## src/hdl/stl_pkg.sv

```systemverilog
// Shared types, constants and the half-precision conversion for the terrain height lookup.
package stl_pkg;

    localparam int ONE_Q       = 16384;
    localparam int CELL_COUNT  = 32;
    localparam int CFG_IDX_W   = 2;
    localparam int CFG_DATA_W  = 4;
    localparam int DIV_STAGES  = 4;
    localparam int DIV_BITS    = 4;

    localparam logic KIND_LOAD = 1'b0;
    localparam logic KIND_EVAL = 1'b1;

    localparam logic [1:0] CURVE_CONT = 2'd0;
    localparam logic [1:0] CURVE_EROS = 2'd1;
    localparam logic [1:0] CURVE_PEAK = 2'd2;

    localparam logic [CFG_IDX_W-1:0] REG_ENABLE  = 2'd0;
    localparam logic [CFG_IDX_W-1:0] REG_COUNT_C = 2'd1;
    localparam logic [CFG_IDX_W-1:0] REG_COUNT_E = 2'd2;
    localparam logic [CFG_IDX_W-1:0] REG_COUNT_P = 2'd3;

    typedef struct packed {
        logic               kind;
        logic [1:0]         curve_sel;
        logic [2:0]         point_slot;
        logic signed [15:0] point_x;
        logic signed [15:0] point_y;
        logic [4:0]         cell_c;
        logic [4:0]         cell_e;
        logic [4:0]         cell_p;
    } stl_in_t;

    typedef struct packed {
        logic [13:0] height_half;
        logic        refused;
    } stl_out_t;

    typedef struct packed {
        logic vld;
        logic is_eval;
        logic refused;
    } stl_tag_t;

    typedef struct packed {
        stl_tag_t           tag;
        logic               ld_en;
        logic [2:0]         ld_slot;
        logic signed [15:0] ld_x;
        logic signed [15:0] ld_y;
        logic signed [15:0] x;
        logic [3:0]         n;
        logic               lo;
        logic               hi;
        logic               found;
        logic signed [15:0] px;
        logic signed [15:0] py;
        logic signed [15:0] sx0;
        logic signed [15:0] sy0;
        logic signed [15:0] sx1;
        logic signed [15:0] sy1;
        logic signed [15:0] yfirst;
        logic signed [15:0] ylast;
    } stl_scan_t;

    // Value in [0, 16384] as Q1.14, converted to half bits with ties to even.
    function automatic logic [13:0] q14_to_half(input logic [14:0] v);
        logic [3:0]  p;
        logic [3:0]  s;
        logic [14:0] sh;
        logic [14:0] m;
        logic [14:0] rem;
        logic [14:0] mid;
        logic [15:0] h;
        p = '0;
        for (int k = 1; k < 15; k++)
        begin
            if (v[k])
                p = 4'(k);
        end
        s   = p - 4'd10;
        sh  = v << (4'd10 - p);
        m   = v >> s;
        rem = v & ((15'd1 << s) - 15'd1);
        mid = 15'd1 << (s - 4'd1);
        if (v == '0)
            h = '0;
        else if (p <= 4'd10)
            h = ((16'(p) + 16'd1) << 10) + 16'(sh[9:0]);
        else
        begin
            h = ((16'(p) + 16'd1) << 10) + 16'(m[9:0]);
            if (rem > mid || (rem == mid && m[0]))
                h = h + 16'd1;
        end
        return h[13:0];
    endfunction

endpackage

```

## src/hdl/stl_scan.sv

```systemverilog
// Breakpoint store and segment search for one curve, one slot per pipeline stage.
module stl_scan #(
    parameter int MAX_POINTS = 8
) (
    input  logic                clk,
    input  logic                rst_n,
    input  logic                adv,
    input  stl_pkg::stl_tag_t   tag,
    input  logic                ld_en,
    input  logic [2:0]          ld_slot,
    input  logic signed [15:0]  ld_x,
    input  logic signed [15:0]  ld_y,
    input  logic signed [15:0]  coord,
    input  logic [3:0]          npts,
    output stl_pkg::stl_scan_t  res
);

    stl_pkg::stl_scan_t st_reg  [MAX_POINTS+1];
    stl_pkg::stl_scan_t st_next [MAX_POINTS+1];

    logic signed [15:0] x_tab_reg [MAX_POINTS];
    logic signed [15:0] y_tab_reg [MAX_POINTS];

    always_comb
    begin
        st_next[0]         = '0;
        st_next[0].tag     = tag;
        st_next[0].ld_en   = ld_en;
        st_next[0].ld_slot = ld_slot;
        st_next[0].ld_x    = ld_x;
        st_next[0].ld_y    = ld_y;
        st_next[0].x       = coord;
        st_next[0].n       = npts;
    end

    // A load writes its slot when it passes that slot's stage, so items ahead of it
    // still see the old breakpoint and items behind it see the new one.
    for (genvar k = 0; k < MAX_POINTS; k++)
    begin : g_stage
        stl_pkg::stl_scan_t s;

        always_comb
        begin
            s = st_reg[k];
            if (k == 0)
            begin
                s.yfirst = y_tab_reg[k];
                s.lo     = (s.x <= x_tab_reg[k]);
            end
            else if (32'(s.n) > k && !s.found && s.x < x_tab_reg[k])
            begin
                s.found = 1'b1;
                s.sx0   = s.px;
                s.sy0   = s.py;
                s.sx1   = x_tab_reg[k];
                s.sy1   = y_tab_reg[k];
            end
            if (32'(s.n) == k + 1)
            begin
                s.ylast = y_tab_reg[k];
                s.hi    = (s.x >= x_tab_reg[k]);
            end
            s.px = x_tab_reg[k];
            s.py = y_tab_reg[k];
        end

        assign st_next[k+1] = s;

        always_ff @(posedge clk)
        begin
            if (adv && st_reg[k].tag.vld && st_reg[k].ld_en && 32'(st_reg[k].ld_slot) == k)
            begin
                x_tab_reg[k] <= st_reg[k].ld_x;
                y_tab_reg[k] <= st_reg[k].ld_y;
            end
        end
    end

    always_ff @(posedge clk or negedge rst_n)
    begin
        if (!rst_n)
        begin
            for (int k = 0; k <= MAX_POINTS; k++)
                st_reg[k] <= '0;
        end
        else if (adv)
        begin
            st_reg <= st_next;
        end
    end

    assign res = st_reg[MAX_POINTS];

endmodule

```

## config.mk

```make
export PLATFORM = sky130hd
export DESIGN_NAME = stl_scan
export DESIGN_NICKNAME = d
export VERILOG_FILES = /design/src/hdl/stl_pkg.sv /design/src/hdl/stl_scan.sv
export SDC_FILE = /design/constraint.sdc
export NUM_CORES = 2
export LEC_CHECK = 0
export BUFFER_PORTS_ARGS = -buffer_cell sky130_fd_sc_hd__buf_2
export CAP_MARGIN = 10
export CORE_MARGIN = 2
export CORE_UTILIZATION = 35
export CTS_CLUSTER_DIAMETER = 60
export DETAILED_ROUTE_END_ITERATION = 8
export GPL_TIMING_DRIVEN = 1
export SLEW_MARGIN = 20
export SYNTH_ARGS = -nofsm -noshare
export SYNTH_HDL_FRONTEND = slang
export SYNTH_SLANG_ARGS = --single-unit
```

## constraint.sdc

```tcl
create_clock -name clk -period 5 [get_ports clk]
set_input_delay 0.5 -clock clk [delete_from_list [all_inputs] [get_ports clk]]
set_output_delay 0.5 -clock clk [all_outputs]
set_load 0.03 [all_outputs]
```

==> out/qor.csv <==
metric;value;unit
die width;458;um
CTS H-Tree Depth;4;
commonest non-fill, non-tap cell in the layout;dfrtp_1;
post-CTS sizing;0;
initial antenna violation count;43;
startpoint types;flop;
cts bufs inserted;176;
mapped cell area;72300;um2
Max transition margin;26.5;%
sw power;12.4;mW
global route overflow;0;
Via Count;41749;
CTS Root Cell;clkbuf_16;
Max Freq;0.290;GHz
asr flop ratio synth;85.4;%
share of layout cells above drive strength 1;25.3;%
Routed WL;164;mm
initial drt markers;3323;
Flop pwr share;48.9;%
Placer Congestion;0.816;
Worst Setup Path Type;flop to flop;
Pins Over Slew Limit;0;
Crit path required time;5.63;ns
total of max-cap violations;0;
largest family of logic cells by synthesized area;multiplexers;
leakage power;35.8;nW
worst min-delay path class;primary input to async pin;
Initial Utilization;35.3;%
Mapped Cells;5621;
CP max FO;35;
antenna-violating nets left;0;
Placement Rows;166;
Clock transition at path regs;0.06;ns
CTS Buffer Depth;3;
pwr dens;499;nW/um2
hold slack;0.222;ns
Layout Cells excl Fill;8540;
CP max-delay cell;a221oi_1;
CP Cell Sequence;inv_1 > ha_1 > and4_1 > a221o_1 > a221oi_1 > nand2_4 > buf_4 > mux2i_1 > a21oi_1;
vias in the first global route;41789;
clk sink count;1754;
area share of and/or/nand/nor cells after synthesis;5.38;%
final setup TNS;0;ns
clock power share;32.0;%
full die area;210000;um2
post-synthesis compound-gate area fraction;7.07;%
Hold Vio Cnt, Final;0;
synthesis-stage register bit count;1754;
CP max stage delay;0.56;ns
GRT Total Usage;15.6;%
largest cells by area after synthesis;dfrtp_1 (52%), mux2_2 (13%), edfxtp_1 (11%);
Sw Share;30.4;%
EDFF count, synth;256;
kind of end point of the critical path;flop;
Synth Warn #;0;
Placed Cells;8136;
area delta synth->final;12.9;%
Die Y;458;um
largest net degree at the start of global routing;231;
clock tree from TritonCTS;yes;
Worst VDD drop;0.000279;V
part of the Yosys area used for sequential elements;62.5;%
Core ar.;205000;um2
Main synth FF type;dfrtp_1;
combinational power share;19.1;%
clk_lat worst skew;0.82;ns
status;finished clean;
IO buf count;251;
fin crit period;3.45;ns
DP HPWL;111;mm
Tcrit/Tclk final;68.9;%
Int Power;28.3;mW
area leader, netlist;dfrtp_1;
Synth top area share;51.9;%
commonest cells after routing, fill and taps aside;dfrtp_1 (1498), mux2_2 (811), nor2_1 (509), a21oi_1 (454), mux2i_1 (354);
Critical Path AT;4.08;ns
adder-cell share of the synthesized area;2.22;%
first-pass GRT wire length;259;mm
Least-Margin Pin Slew;1.10;ns
fin nets;5876;
Avg WL per Cell;19.2;um
xor/xnor share of the synthesized area;0.0121;%
Avg Vias per Cell;4.89;
post-synth cell types;69;
post-synthesis mux area share;17.6;%
max reg flops;717;
synthesized area per cell;12.9;um2
I/O pins;252;
synthesized net count;5811;
skew final;0.0345;ns
Remaining DRCs;0;
R2R setup slack;1.55;ns
first drt pass iteration count;5;
RSZ-0062 raised after global routing;false;
Finish-stage setup viols;0;
## cell usage after synthesis, types with 4 or more instances
library cell and number:
dfrtp_1 1498, mux2_2 811, nor2_1 514, a21oi_1 454
mux2i_1 354, nand2_1 338, edfxtp_1 256, inv_1 243
clkbuf_1 242, buf_4 200, ha_1 128, o21ai_0 121
a31oi_1 89, o2bb2ai_1 79, a21oi_2 40, buf_2 33
nand4_1 26, nand3_1 24, a21o_1 22, o221ai_1 17
buf_6 13, buf_1 12, nor3_1 10, nand2b_1 9
nor2b_1 8, a211oi_1 5, buf_8 5, nand4b_1 5
o211ai_1 5, a2111oi_0 4, or4_1 4
## critical path, delay by kind of cell, from the launching register on
kind / cells / cell delay, ns
AOI/OAI and AO/OA: 3 / 0.99
adders and majority gates: 1 / 0.25
buffers and inverters: 2 / 0.55
DFF: 1 / 0.41
muxes: 1 / 0.20
and+or+nand+nor: 2 / 0.82
## routing by layer
layer	GRT usage, %	routed length (um)	part of all wire, %
met5	0	340	0.21
met4	3.72	3010	1.8
met3	3.06	7120	4.3
met2	22.2	69700	42
met1	24.2	84100	51
## power groups by stage
stage	registers, mW	clock network, mW	logic (mW)
after floorplan	19.0	0	6.57
after global placement	20.1	0	7.60
after detailed placement	20.2	0	7.78
after CTS	19.9	13.4	7.88
after global routing	20.3	14.0	8.55
final	19.9	13.0	7.77
## worst paths after layout
path	start	to	cells past startpoint
hold / removal	rst_n	res[0]	2
setup / recovery	x_tab_reg[0][47]	st_reg[984]	9
hold reg to reg	g_stage[4].s[156]	y_tab_reg[1][5]	0
max in group asynchronous	rst_n	st_reg[830]	4
min in group clk	adv	st_reg[1013]	2
setup reg to reg	x_tab_reg[0][47]	st_reg[984]	9
## what timing repair did
item | 4_1_cts | 5_1_grt
setup buffers | 0 | 0
hold buffers | 60 | 0
endpoints found under the hold margin | 120 | 0
## final cells by class
cell class	count	area [um2]
fill	19257	123000
sequential	1754	45200
multi-input combinational	3118	23500
clock buffer	277	5230
tap	2688	3360
timing repair buffer	392	2820
inverter	244	921
clock inverter	54	552
antenna	13	32.5
## stage by stage
stage          worst slack, ns  util [%]  instance area [um2]  total power [mW]
3_3_place_gp              1.59      36.7                75200              27.7
2_1_floorplan            0.474         -                72300              25.5
6_report                  1.55      39.8                81600              40.7
4_1_cts                   1.52      39.8                81600              41.2
3_5_place_dp              1.55      36.7                75200              28.0
5_1_grt                   1.36      39.8                81600              42.8
## cells by family (layout without fill, tap and decap cells)
kind of cell | count (synthesis) | after routing
buffers and inverters | 749 | 967
flip-flops | 1754 | 1754
AO/OA/AOI/OAI | 861 | 861
AND/OR/NAND/NOR | 960 | 960
adder cells (fa/ha/maj) | 128 | 128
XOR/XNOR | 1 | 1
other | 0 | 13
multiplexers | 1168 | 1168
No activity file was read; power rests on OpenSTA's default activity.
