--- config.mk ---
export PLATFORM = sky130hd
export DESIGN_NAME = stl_interp
export DESIGN_NICKNAME = d
export VERILOG_FILES = /design/src/hdl/stl_pkg.sv /design/src/hdl/stl_interp.sv
export SDC_FILE = /design/constraint.sdc
export NUM_CORES = 2
export LEC_CHECK = 0
export BUFFER_PORTS_ARGS = -buffer_cell sky130_fd_sc_hd__buf_4
export CORE_ASPECT_RATIO = 0.9
export CORE_MARGIN = 3
export CORE_UTILIZATION = 45
export DETAILED_ROUTE_END_ITERATION = 10
export HOLD_SLACK_MARGIN = 0.02
export PLACE_DENSITY = 0.69
export SYNTH_ARGS = -nofsm -noshare
export SYNTH_HDL_FRONTEND = slang
export SYNTH_SLANG_ARGS = --single-unit
export TNS_END_PERCENT = 10
--- constraint.sdc ---
create_clock -name clk -period 23.3 [get_ports clk]
set_input_delay 4.66 -clock clk [delete_from_list [all_inputs] [get_ports clk]]
set_output_delay 4.66 -clock clk [all_outputs]
set_load 0.01 [all_outputs]
--- src/hdl/stl_pkg.sv ---
// Shared types, constants and the half-precision conversion for the terrain height lookup.
package stl_pkg;

    localparam int ONE_Q       = 16384;
    localparam int CELL_COUNT  = 32;
    localparam int CFG_IDX_W   = 2;
    localparam int CFG_DATA_W  = 4;
    localparam int DIV_STAGES  = 4;
    localparam int DIV_BITS    = 4;

    localparam logic KIND_LOAD = 1'b0;
    localparam logic KIND_EVAL = 1'b1;

    localparam logic [1:0] CURVE_CONT = 2'd0;
    localparam logic [1:0] CURVE_EROS = 2'd1;
    localparam logic [1:0] CURVE_PEAK = 2'd2;

    localparam logic [CFG_IDX_W-1:0] REG_ENABLE  = 2'd0;
    localparam logic [CFG_IDX_W-1:0] REG_COUNT_C = 2'd1;
    localparam logic [CFG_IDX_W-1:0] REG_COUNT_E = 2'd2;
    localparam logic [CFG_IDX_W-1:0] REG_COUNT_P = 2'd3;

    typedef struct packed {
        logic               kind;
        logic [1:0]         curve_sel;
        logic [2:0]         point_slot;
        logic signed [15:0] point_x;
        logic signed [15:0] point_y;
        logic [4:0]         cell_c;
        logic [4:0]         cell_e;
        logic [4:0]         cell_p;
    } stl_in_t;

    typedef struct packed {
        logic [13:0] height_half;
        logic        refused;
    } stl_out_t;

    typedef struct packed {
        logic vld;
        logic is_eval;
        logic refused;
    } stl_tag_t;

    typedef struct packed {
        stl_tag_t           tag;
        logic               ld_en;
        logic [2:0]         ld_slot;
        logic signed [15:0] ld_x;
        logic signed [15:0] ld_y;
        logic signed [15:0] x;
        logic [3:0]         n;
        logic               lo;
        logic               hi;
        logic               found;
        logic signed [15:0] px;
        logic signed [15:0] py;
        logic signed [15:0] sx0;
        logic signed [15:0] sy0;
        logic signed [15:0] sx1;
        logic signed [15:0] sy1;
        logic signed [15:0] yfirst;
        logic signed [15:0] ylast;
    } stl_scan_t;

    // Value in [0, 16384] as Q1.14, converted to half bits with ties to even.
    function automatic logic [13:0] q14_to_half(input logic [14:0] v);
        logic [3:0]  p;
        logic [3:0]  s;
        logic [14:0] sh;
        logic [14:0] m;
        logic [14:0] rem;
        logic [14:0] mid;
        logic [15:0] h;
        p = '0;
        for (int k = 1; k < 15; k++)
        begin
            if (v[k])
                p = 4'(k);
        end
        s   = p - 4'd10;
        sh  = v << (4'd10 - p);
        m   = v >> s;
        rem = v & ((15'd1 << s) - 15'd1);
        mid = 15'd1 << (s - 4'd1);
        if (v == '0)
            h = '0;
        else if (p <= 4'd10)
            h = ((16'(p) + 16'd1) << 10) + 16'(sh[9:0]);
        else
        begin
            h = ((16'(p) + 16'd1) << 10) + 16'(m[9:0]);
            if (rem > mid || (rem == mid && m[0]))
                h = h + 16'd1;
        end
        return h[13:0];
    endfunction

endpackage

--- src/hdl/stl_interp.sv ---
// Curve value from the search result: product, pipelined divide and rounding.
module stl_interp (
    input  logic               clk,
    input  logic               rst_n,
    input  logic               adv,
    input  stl_pkg::stl_scan_t res,
    output stl_pkg::stl_tag_t  tag,
    output logic signed [15:0] val
);

    localparam int NST = stl_pkg::DIV_STAGES + 2;

    typedef struct packed {
        stl_pkg::stl_tag_t  tag;
        logic               use_i;
        logic signed [15:0] cval;
        logic signed [15:0] y0;
        logic               neg;
        logic [15:0]        a;
        logic [15:0]        b;
        logic [15:0]        d;
        logic [15:0]        rem;
        logic [15:0]        pl;
        logic [15:0]        q;
    } stl_ip_t;

    stl_ip_t ip_reg  [NST];
    stl_ip_t ip_next [NST];

    stl_pkg::stl_tag_t  tag_reg, tag_next;
    logic signed [15:0] val_reg, val_next;

    logic signed [16:0] dx17, ax17, dy17, by17;
    logic [31:0]        prod;

    always_comb
    begin
        dx17 = {res.sx1[15], res.sx1} - {res.sx0[15], res.sx0};
        ax17 = {res.x[15], res.x} - {res.sx0[15], res.sx0};
        dy17 = {res.sy1[15], res.sy1} - {res.sy0[15], res.sy0};
        by17 = dy17[16] ? -dy17 : dy17;

        ip_next[0]       = '0;
        ip_next[0].tag   = res.tag;
        ip_next[0].use_i = (res.n >= 4'd2) && !res.lo && !res.hi && res.found;
        if (res.n == 4'd0)
            ip_next[0].cval = '0;
        else if (res.n == 4'd1 || res.lo)
            ip_next[0].cval = res.yfirst;
        else
            ip_next[0].cval = res.ylast;
        ip_next[0].y0  = res.sy0;
        ip_next[0].neg = dy17[16];
        ip_next[0].a   = ax17[15:0];
        ip_next[0].b   = by17[15:0];
        ip_next[0].d   = dx17[15:0];

        prod           = ip_reg[0].a * ip_reg[0].b;
        ip_next[1]     = ip_reg[0];
        ip_next[1].rem = prod[31:16];
        ip_next[1].pl  = prod[15:0];
        ip_next[1].q   = '0;
    end

    // Restoring division; the product is below d * 2^16, so the quotient has 16 bits.
    for (genvar g = 0; g < stl_pkg::DIV_STAGES; g++)
    begin : g_div
        stl_ip_t     s;
        logic [16:0] t;

        always_comb
        begin
            s = ip_reg[g+1];
            t = '0;
            for (int j = 0; j < stl_pkg::DIV_BITS; j++)
            begin
                t = {s.rem, s.pl[15]};
                s.pl = s.pl << 1;
                if (t >= {1'b0, s.d})
                begin
                    s.rem = 16'(t - {1'b0, s.d});
                    s.q   = {s.q[14:0], 1'b1};
                end
                else
                begin
                    s.rem = t[15:0];
                    s.q   = {s.q[14:0], 1'b0};
                end
            end
        end

        assign ip_next[g+2] = s;
    end

    logic        rnd;
    logic [16:0] mag;
    logic [17:0] sum;

    always_comb
    begin
        if (ip_reg[NST-1].neg)
            rnd = ({ip_reg[NST-1].rem, 1'b0} > {1'b0, ip_reg[NST-1].d});
        else
            rnd = ({ip_reg[NST-1].rem, 1'b0} >= {1'b0, ip_reg[NST-1].d});
        mag = {1'b0, ip_reg[NST-1].q} + 17'(rnd);
        if (ip_reg[NST-1].neg)
            sum = {{2{ip_reg[NST-1].y0[15]}}, ip_reg[NST-1].y0} - {1'b0, mag};
        else
            sum = {{2{ip_reg[NST-1].y0[15]}}, ip_reg[NST-1].y0} + {1'b0, mag};
        tag_next = ip_reg[NST-1].tag;
        val_next = ip_reg[NST-1].use_i ? $signed(sum[15:0]) : ip_reg[NST-1].cval;
    end

    always_ff @(posedge clk or negedge rst_n)
    begin
        if (!rst_n)
        begin
            for (int k = 0; k < NST; k++)
                ip_reg[k] <= '0;
            tag_reg <= '0;
            val_reg <= '0;
        end
        else if (adv)
        begin
            for (int k = 0; k < NST; k++)
                ip_reg[k] <= ip_next[k];
            tag_reg <= tag_next;
            val_reg <= val_next;
        end
    end

    assign tag = tag_reg;
    assign val = val_reg;

endmodule

==> impl_results.md <==
* Status: finished clean
* First-pass GRT wire length at about 190 mm
* Element type at the critical path start: flop
* Crit Path Class: flop to flop
* EDFF count, synth at 0
* Yosys reg bits at around 530
* Share of cells above drive strength 1 at 0.1430
* Clock tree buffer depth at 3
* Setup Skew at around 0.057 ns
* Row cnt at between 100 and 150
* Netlist cell types at 85
* Core Region at around 0.10 mm2
* Initial core utilization at 0.4545
* Period utilisation layout at 0.5223
* Die span in x at ~340 um
* Main synth FF type: dfrtp_1
* CP max-delay cell: o41ai_1
* WL per Instance at between 15 and 20 um
* Synth warnings at 0
* DRT antenna net count at 0
* Chip height at 310.6 um
* Hold Vio Cnt, Final at 0
* Largest net degree at the start of global routing at ~220
* Average cell area after synthesis at a little over 9 um2
* GR Util All Layers at 0.2118
* Port buffer count at ~140
* Iter 0 DRT Violations at around 2300
* Unrepaired setup endpoints after global routing: false
* Post-synth top area share at 0.2854
* Post-synth ARST share at 1.000
* Crit path largest cell delay at approximately 0.59 ns
* Arrival @ worst endpoint at around 13 ns
* Area leader, netlist: dfrtp_1
* Ant diodes at 0
* Hold WC Path Type: flop to flop
* Crit path time final at 12.17 ns
* Final WS setup at between 10 and 15 ns
* Total number of vias at approximately 36000
* Seq/Total Area, Yosys at 0.2854
* Initial antenna violation count at 0
* Clock slew at reported path FFs at ~0.060 ns
* Top cells by area, synth: dfrtp_1 29%, ha_1 12%, mux2_2 9.6%
* Routability cong. at 0.9204
* MaxCap Viol Count at 0
* Worst-margin pin slew at about 1.1 ns
* DR DRC count at 0
* Skew-Pair Late Insertion Delay at between 0.6 and 0.7 ns
* Clock net sink count at 529
* Most common cell after layout, fill and taps aside: dfrtp_1
* Critical path's most frequent cell: a21oi_1
* Most frequent cells in the layout: 529 x dfrtp_1, 468 x nand2_1, 464 x inv_1, 440 x ha_1, 395 x mux2_2
* CTS hold repair buffers at 0
* Number of global-route vias before repair at ~35000
* DIE AREA at ~0.11 mm2
* Crit-path max FO at 28
* CTS tree: yes
* Post CTS Setup Buffer Count at 0
* Total CTS buffers at 60
* # setup viols final at 0
* Synthesized area at about 0.046 mm2
* Place WS at 11.40 ns
* Fill cells at 9355
* I/O pins at approximately 210
* # resized after CTS at 0
* DRT Pass-1 Iters at 6
* Worst path required time at 23.80 ns
* Total grt overflow at 0
* Fmax at 82.18 MHz
* Largest register FFs at ~240
* Syn Inst Count at about 5000
* Root buf cell: clkbuf_16
* Final Slew Violations at 0
* Via/cell ratio at 5.553
* Post-layout net count at 5882
* Setup TNS at 0 ns
* Detail Placement HPWL at about 90 mm
* H-tree Lvls at 2
* Final wirelength at between 100 and 150 mm
* Synth Net Count at 5815
* Critical Path Sink Type: flop
* Worst slew margin at 0.2434
* Area Growth Syn to Fin at 9.755%
-- metal layers --
metal | track usage | routed length (um)
met5 | 0 | 0
met4 | 0.04314 | 2303
met3 | 0.02882 | 5774
met1 | 0.3180 | 55550
met2 | 0.3257 | 49330
-- cell families (layout without fill, tap and decap cells) --
kind of cell	after synthesis	after routing	share of synthesized area
multiplexers	508	508	0.1208
flip-flops	529	529	0.2854
XOR/XNOR	282	282	0.05324
AND/OR/NAND/NOR	1318	1318	0.1329
AO/OA/AOI/OAI	1045	1045	0.1444
buffers and inverters	632	749	0.05227
adder cells (fa/ha/maj)	654	654	0.2110
-- final timing paths --
| check | from | to | slack [ns] | cells after the start |
|---|---|---|---|---|
| setup / recovery | g_div[0].s[58]$_DFFE_PN0P_ | ip_reg[443]$_DFFE_PN0P_ | 11.13 | 43 |
| hold / removal | g_div[0].s[55]$_DFFE_PN0P_ | g_div[1].s[55]$_DFFE_PN0P_ | 0.44 | 2 |
| setup reg to reg | g_div[0].s[58]$_DFFE_PN0P_ | ip_reg[443]$_DFFE_PN0P_ | 11.13 | 43 |
| hold reg to reg | g_div[0].s[55]$_DFFE_PN0P_ | g_div[1].s[55]$_DFFE_PN0P_ | 0.44 | 2 |
| max in group asynchronous | rst_n | g_div[3].s[48]$_DFFE_PN0P_ | 16.31 | 4 |
| min in group asynchronous | rst_n | g_div[1].s[113]$_DFFE_PN0P_ | 4.03 | 1 |
-- worst max-delay path, delay by kind of cell, from the launching register on --
family	cells	cell delay, ns
AOI/OAI and AO/OA	20	5.29
adders and majority gates	4	1.22
buffers and inverters	4	0.77
DFF	1	0.41
muxes	3	1.27
and+or+nand+nor	12	3.01
-- metrics by stage --
stage	cells	area, um2	utilization	hold slack (ns)
6_report	6441	50920	0.4988	0.4404
5_1_grt	6441	50920	0.4988	0.4682
4_1_cts	6441	50920	0.4988	0.4282
3_5_place_dp	6329	48760	0.4777	0.4632
3_3_place_gp	6329	48760	0.4777	0.4599
2_1_floorplan	4968	46390	-	0.4455
-- cell type report --
cell class / instances / area, um2 / share of cell area
clock inverters: 36 / 471.7 / 0.009264
inverters: 465 / 1747 / 0.03430
flip-flops and latches: 529 / 13240 / 0.2600
well taps: 1356 / 1697 / 0.03332
repair buffers: 172 / 1331 / 0.02615
clock buffers: 76 / 1682 / 0.03303
multi-input cells: 3807 / 30750 / 0.6039
-- cells in the mapped netlist, drive strengths merged (113+ instances only) --
cell type and n:
a21oi 291, o21ai 284, fa 214, inv 465
mux2 395, dfrtp 529, nor2 319, nand2 469
ha 440, mux2i 113, xnor2 191, clkbuf 146
Power is left out: the tool's default activity adds up to more than one toggle a clock period on the data nets, which glitch-free logic cannot reach.
