## config.mk

```make
export PLATFORM = sky130hd
export DESIGN_NAME = stl_blend
export DESIGN_NICKNAME = d
export VERILOG_FILES = /design/src/hdl/stl_pkg.sv /design/src/hdl/stl_blend.sv
export SDC_FILE = /design/constraint.sdc
export NUM_CORES = 2
export LEC_CHECK = 0
export BUFFER_PORTS_ARGS = -buffer_cell sky130_fd_sc_hd__buf_2
export CORE_MARGIN = 1.5
export CORE_UTILIZATION = 60
export CTS_BUF_LIST = sky130_fd_sc_hd__clkbuf_4 sky130_fd_sc_hd__clkbuf_8
export DETAILED_ROUTE_END_ITERATION = 10
export PLACE_DENSITY_LB_ADDON = 0.08
export REMOVE_ABC_BUFFERS = 1
export SYNTH_ARGS = -nofsm -noshare
export SYNTH_HDL_FRONTEND = slang
export SYNTH_SLANG_ARGS = --single-unit
```

## constraint.sdc

```tcl
create_clock -name clk -period 6.95 [get_ports clk]
set_input_delay 0.695 -clock clk [delete_from_list [all_inputs] [get_ports clk]]
set_output_delay 0.695 -clock clk [all_outputs]
set_load 0.02 [all_outputs]
```

## src/hdl/stl_pkg.sv

```systemverilog
// Shared types, constants and the half-precision conversion for the terrain height lookup.
package stl_pkg;

    localparam int ONE_Q       = 16384;
    localparam int CELL_COUNT  = 32;
    localparam int CFG_IDX_W   = 2;
    localparam int CFG_DATA_W  = 4;
    localparam int DIV_STAGES  = 4;
    localparam int DIV_BITS    = 4;

    localparam logic KIND_LOAD = 1'b0;
    localparam logic KIND_EVAL = 1'b1;

    localparam logic [1:0] CURVE_CONT = 2'd0;
    localparam logic [1:0] CURVE_EROS = 2'd1;
    localparam logic [1:0] CURVE_PEAK = 2'd2;

    localparam logic [CFG_IDX_W-1:0] REG_ENABLE  = 2'd0;
    localparam logic [CFG_IDX_W-1:0] REG_COUNT_C = 2'd1;
    localparam logic [CFG_IDX_W-1:0] REG_COUNT_E = 2'd2;
    localparam logic [CFG_IDX_W-1:0] REG_COUNT_P = 2'd3;

    typedef struct packed {
        logic               kind;
        logic [1:0]         curve_sel;
        logic [2:0]         point_slot;
        logic signed [15:0] point_x;
        logic signed [15:0] point_y;
        logic [4:0]         cell_c;
        logic [4:0]         cell_e;
        logic [4:0]         cell_p;
    } stl_in_t;

    typedef struct packed {
        logic [13:0] height_half;
        logic        refused;
    } stl_out_t;

    typedef struct packed {
        logic vld;
        logic is_eval;
        logic refused;
    } stl_tag_t;

    typedef struct packed {
        stl_tag_t           tag;
        logic               ld_en;
        logic [2:0]         ld_slot;
        logic signed [15:0] ld_x;
        logic signed [15:0] ld_y;
        logic signed [15:0] x;
        logic [3:0]         n;
        logic               lo;
        logic               hi;
        logic               found;
        logic signed [15:0] px;
        logic signed [15:0] py;
        logic signed [15:0] sx0;
        logic signed [15:0] sy0;
        logic signed [15:0] sx1;
        logic signed [15:0] sy1;
        logic signed [15:0] yfirst;
        logic signed [15:0] ylast;
    } stl_scan_t;

    // Value in [0, 16384] as Q1.14, converted to half bits with ties to even.
    function automatic logic [13:0] q14_to_half(input logic [14:0] v);
        logic [3:0]  p;
        logic [3:0]  s;
        logic [14:0] sh;
        logic [14:0] m;
        logic [14:0] rem;
        logic [14:0] mid;
        logic [15:0] h;
        p = '0;
        for (int k = 1; k < 15; k++)
        begin
            if (v[k])
                p = 4'(k);
        end
        s   = p - 4'd10;
        sh  = v << (4'd10 - p);
        m   = v >> s;
        rem = v & ((15'd1 << s) - 15'd1);
        mid = 15'd1 << (s - 4'd1);
        if (v == '0)
            h = '0;
        else if (p <= 4'd10)
            h = ((16'(p) + 16'd1) << 10) + 16'(sh[9:0]);
        else
        begin
            h = ((16'(p) + 16'd1) << 10) + 16'(m[9:0]);
            if (rem > mid || (rem == mid && m[0]))
                h = h + 16'd1;
        end
        return h[13:0];
    endfunction

endpackage

```

## src/hdl/stl_blend.sv

```systemverilog
// Blend of the three curve values, clamp to [0,1] and conversion to half bits.
module stl_blend (
    input  logic               clk,
    input  logic               rst_n,
    input  logic               adv,
    input  stl_pkg::stl_tag_t  tag,
    input  logic signed [15:0] cv,
    input  logic signed [15:0] ev,
    input  logic signed [15:0] pv,
    output stl_pkg::stl_tag_t  tag_out,
    output stl_pkg::stl_out_t  res
);

    localparam logic signed [37:0] BIAS  = 38'sd81920;
    localparam logic signed [37:0] LIMIT = 38'sd81925;

    stl_pkg::stl_tag_t t0_reg, t1_reg, t2_reg, t3_reg, t4_reg, t5_reg;

    logic signed [18:0] a_reg, a_next, a1_reg;
    logic signed [17:0] u_reg, u_next, w_reg, w_next;
    logic signed [35:0] pr_reg, pr_next;
    logic [16:0]        xs_reg, xs_next, xs3_reg;
    logic               xneg_reg, xneg_next, big_reg, big_next;
    logic               xneg3_reg, big3_reg;
    logic [14:0]        q0_reg, q0_next;
    logic [14:0]        h_reg, h_next;
    stl_pkg::stl_out_t  out_reg, out_next;

    logic signed [36:0] m;
    logic signed [37:0] m2;
    logic signed [37:0] xq;
    logic [30:0]        qm;
    logic [17:0]        r;
    logic [14:0]        hq;

    always_comb
    begin
        a_next = $signed({{3{cv[15]}}, cv}) + $signed({{2{cv[15]}}, cv, 1'b0}) + 19'sd16384;
        u_next = $signed({pv[15], pv, 1'b0}) - 18'sd16384;
        w_next = 18'sd16384 - $signed({{2{ev[15]}}, ev});

        pr_next = u_reg * w_reg;

        // height = floor(floor((2M + 5S) / 2^15) / 5) with M = S*(3c+S) + (2p-S)*(S-e).
        m         = $signed({{4{a1_reg[18]}}, a1_reg, 14'b0}) + $signed({pr_reg[35], pr_reg});
        m2        = $signed({m, 1'b0}) + BIAS;
        xq        = m2 >>> 15;
        xneg_next = xq[37];
        big_next  = !xq[37] && (xq >= LIMIT);
        xs_next   = xq[16:0];

        qm      = 31'(xs_reg) * 31'd13107;
        q0_next = qm[30:16];

        r  = 18'(xs3_reg) - 18'(q0_reg) * 18'd5;
        hq = q0_reg + 15'(r >= 18'd5);
        if (xneg3_reg)
            h_next = '0;
        else if (big3_reg)
            h_next = 15'(stl_pkg::ONE_Q);
        else
            h_next = hq;

        out_next.refused     = t4_reg.refused;
        out_next.height_half = t4_reg.refused ? 14'd0 : stl_pkg::q14_to_half(h_reg);
    end

    always_ff @(posedge clk or negedge rst_n)
    begin
        if (!rst_n)
        begin
            t0_reg    <= '0;
            t1_reg    <= '0;
            t2_reg    <= '0;
            t3_reg    <= '0;
            t4_reg    <= '0;
            t5_reg    <= '0;
            a_reg     <= '0;
            a1_reg    <= '0;
            u_reg     <= '0;
            w_reg     <= '0;
            pr_reg    <= '0;
            xs_reg    <= '0;
            xs3_reg   <= '0;
            xneg_reg  <= 1'b0;
            big_reg   <= 1'b0;
            xneg3_reg <= 1'b0;
            big3_reg  <= 1'b0;
            q0_reg    <= '0;
            h_reg     <= '0;
            out_reg   <= '0;
        end
        else if (adv)
        begin
            t0_reg    <= tag;
            a_reg     <= a_next;
            u_reg     <= u_next;
            w_reg     <= w_next;
            t1_reg    <= t0_reg;
            a1_reg    <= a_reg;
            pr_reg    <= pr_next;
            t2_reg    <= t1_reg;
            xs_reg    <= xs_next;
            xneg_reg  <= xneg_next;
            big_reg   <= big_next;
            t3_reg    <= t2_reg;
            q0_reg    <= q0_next;
            xs3_reg   <= xs_reg;
            xneg3_reg <= xneg_reg;
            big3_reg  <= big_reg;
            t4_reg    <= t3_reg;
            h_reg     <= h_next;
            t5_reg    <= t4_reg;
            out_reg   <= out_next;
        end
    end

    assign tag_out = t5_reg;
    assign res     = out_reg;

endmodule

```

==> results.py <==
metrics = {
    "synth": {
        "avgSynthCellArea_um2": 9.70,
        "synth-seq-cells": 194,
        "yosys.area_share.simple_pct": 13.4,
        "synth_cells": 2927,
        "synth_area_um2": 28400,
        "muxShareOfSynthArea_pct": 6.19,
        "synth_top_family_by_area": "adder cells",
        "synth_area_leaders": "fa_1, dfrtp_1, ha_1",
        "synth_fa_ha_area_share_pct": 41.4,
        "synth_compound_area_share_pct": 9.43,
        "netlist.area_leader.share_pct": 27.2,
        "ys_warn_count": 0,
        "async_flop_share_pct": 100,
        "synth.distinct_cells": 96,
        "synth_edf_count": 0,
        "synth-xor-area-share_pct": 4.35,
        "synth_top_area_cell": "fa_1",
        "seq_area_frac_synth_pct": 17.1,
        "synth_common_cells": "inv_1, fa_1, ha_1",
        "synth.most_common_cell": "inv_1",
        "synthFlopType": "dfrtp_1",
    },
    "final_layout": {
        "drive_gt1_share_pct": 12.2,
        "fin_nets": 3745,
        "syn_to_final_growth_pct": 5.79,
        "largest_register_ff_count": 22,
        "final_core_util_pct": 64.4,
        "instances_no_fill": 3603,
    },
    "detailed_routing": {
        "ant_nets": 0,
        "via_per_inst": 5.79,
        "wl_per_cell_um": 19.1,
        "drc_errors": 8,
        "drt_iter0_markers": 1288,
        "via_count": 20900,
        "first_pass_iters": 10,
        "wl_um": 68700,
    },
    "sta": {
        "tightest_slew_ns": 1.09,
        "finalSetupViolations": 0,
        "hold_viol": 0,
        "maxSlewHeadroom_pct": 26.6,
        "slew_violations": 0,
        "setup_tns_ns": 0,
        "rsz0062_at_grt": "no",
        "fin_skew_ns": 0.0418,
        "period_needed_ns": 6.62,
        "clock.fmax_mhz": 151,
        "fin_crit_sh_pct": 95.2,
        "hold_ws_ns": 0.0457,
    },
    "global_route": {
        "grt_pass1_vias": 21800,
        "grt_max_degree": 86,
        "grt_usage_pct": 29.9,
        "grt_first_pass_wirelength_um": 112000,
        "grt_antenna_before_repair": 1,
        "grt.overflow.total": 0,
    },
    "worst_setup_path": {
        "crit_type": "flip-flop to flip-flop",
        "r2r_start": "w_reg[4]$_DFFE_PN0P_",
        "rr_worst_depth": 21,
        "rr_endpoint": "pr_reg[34]$_DFFE_PN0P_",
        "end_kind": "flip-flop",
        "crit_chain": "buf_4 -> and2_1 -> fa_1 -> inv_1 -> fa_1 -> fa_1 -> fa_1 -> fa_1 -> fa_1 -> inv_1 -> ha_1 -> nand4_1 -> or2_2 -> a2111o_1 -> a31oi_2 -> o2111ai_1 -> a31oi_1 -> a41o_1 -> nor2_1 -> xnor2_1 -> mux2_2",
        "cp.arrival_ns": 7.11,
        "slowest_delay_ns": 0.58,
        "regToRegSetupSlack_ns": 0.33,
        "path_max_fanout": 11,
        "cp_slowest_cell": "fa_1",
        "crit_required_ns": 7.44,
        "crit_path_start_kind": "flip-flop",
        "critPathMostFrequentCell": "fa_1",
    },
    "clocking": {
        "cts_sinks": 194,
        "cts_root_buf": "clkbuf_8",
        "cts_made_buffers": 17,
        "clock_latency_ns": 0.62,
        "cts_tree": "yes",
        "clkSlewWorstSetupHoldPaths_ns": 0.12,
        "holdBufCountCts": 0,
        "htree_levels": 4,
        "clockBufferDepth": 2,
    },
    "place": {
        "io_buffers": 71,
        "place_inst": 3565,
        "dp_hpwl_um": 55300,
        "place.gp.congestion": 0.928,
    },
    "die": {
        "die_w_um": 220,
        "coreArea_um2": 46700,
        "die_h_um": 220,
        "initial_core_util_pct": 60.8,
        "dieArea_um2": 48600,
        "io-pin-count": 72,
        "rows": 79,
    },
    "run": {
        "cap_violations": 0,
    },
    "outcome": {
        "status": "complete, but fails checks",
        "violations": "DRC",
    },
    "hold_path": {
        "hold_path_class": "input port to asynchronous set/reset pin",
    },
}
-- per-stage QoR --
stage	worst slack (ns)	instance area, um^2
2_1_floorplan	0.486	27900
3_5_place_dp	0.139	29500
6_report	0.330	30000
4_1_cts	0.109	29900
5_1_grt	0.0328	30000
3_3_place_gp	0.252	29500
-- cells in the final DEF (no fill, tap or decap), types with 13 or more instances in the layout --
| master | count |
|---|---|
| a211oi_1 | 16 |
| a21o_1 | 28 |
| a21oi_1 | 118 |
| a31oi_1 | 13 |
| and2_1 | 140 |
| and3_1 | 13 |
| buf_2 | 69 |
| buf_4 | 72 |
| clkbuf_8 | 18 |
| dfrtp_1 | 173 |
| dfrtp_2 | 20 |
| fa_1 | 384 |
| ha_1 | 324 |
| inv_1 | 467 |
| mux2_2 | 124 |
| mux2i_1 | 20 |
| nand2_1 | 244 |
| nand2b_1 | 29 |
| nand3_1 | 39 |
| nand4_1 | 22 |
| nor2_1 | 122 |
| nor2b_1 | 23 |
| nor3_1 | 35 |
| nor4_1 | 14 |
| o21a_1 | 20 |
| o21ai_0 | 69 |
| o22ai_1 | 14 |
| o31ai_1 | 14 |
| or2_2 | 15 |
| or3_1 | 15 |
| xnor2_1 | 98 |
| xor2_1 | 43 |
-- worst max-delay path, delay by kind of cell, from the launching register on --
kind                     cells  cell delay [ns]
AO/OA/AOI/OAI                5             1.27
XOR/XNOR                     1             0.12
adder cells (fa/ha/maj)      7             3.35
buffers and inverters        3             0.34
flip-flops                   1             0.53
multiplexers                 1             0.26
AND/OR/NAND/NOR              4             0.64
-- timing repair --
action,4_1_cts,5_1_grt
gates resized for setup,0,24
endpoints found under the hold margin,0,0
setup buffers,0,5
setup endpoints to repair,0,6
-- kinds of logic (layout without fill, tap and decap cells) --
logic type                 Yosys count  after routing
and+or+nand+nor                    754            754
adders and majority gates          709            709
buffers and inverters              576            644
AOI/OAI and AO/OA                  402            402
DFF                                194            194
muxes                              151            151
xor gates and xnor gates           141            141
other                                0              1
-- routing by layer --
| layer | wire length (um) | part of all wire, % | track usage, % |
|---|---|---|---|
| met2 | 35100 | 51 | 52.2 |
| met4 | 2070 | 3.0 | 11.5 |
| met1 | 28900 | 42 | 38.1 |
| met5 | 13 | 0.019 | 0 |
| met3 | 2620 | 3.8 | 3.31 |
-- area by class of cell --
| type | count | area, um^2 |
|---|---|---|
| Inverter | 469 | 1760 |
| Multi-Input combinational cell | 2157 | 21300 |
| Tap cell | 607 | 759 |
| Antenna cell | 1 | 2.50 |
| Sequential cell | 194 | 4880 |
| Clock buffer | 17 | 234 |
| Clock inverter | 15 | 224 |
| Timing Repair Buffer | 143 | 911 |
| Fill cell | 3892 | 16600 |
-- how the worst max path moves through the flow --
stage | startpoint | cells past startpoint | end | slack, ns
2_1_floorplan | u_reg[17]$_DFFE_PN0P_ | 20 | pr_reg[34]$_DFFE_PN0P_ | 0.49
3_3_place_gp | w_reg[7]$_DFFE_PN0P_ | 21 | pr_reg[34]$_DFFE_PN0P_ | 0.25
3_5_place_dp | w_reg[7]$_DFFE_PN0P_ | 21 | pr_reg[34]$_DFFE_PN0P_ | 0.14
4_1_cts | u_reg[13]$_DFFE_PN0P_ | 21 | pr_reg[34]$_DFFE_PN0P_ | 0.11
5_1_grt | w_reg[2]$_DFFE_PN0P_ | 21 | pr_reg[34]$_DFFE_PN0P_ | 0.03
6_report | w_reg[4]$_DFFE_PN0P_ | 21 | pr_reg[34]$_DFFE_PN0P_ | 0.33
Power is not shown: default switching activity piles up to over one toggle a cycle in this logic, so the estimate is an artifact.
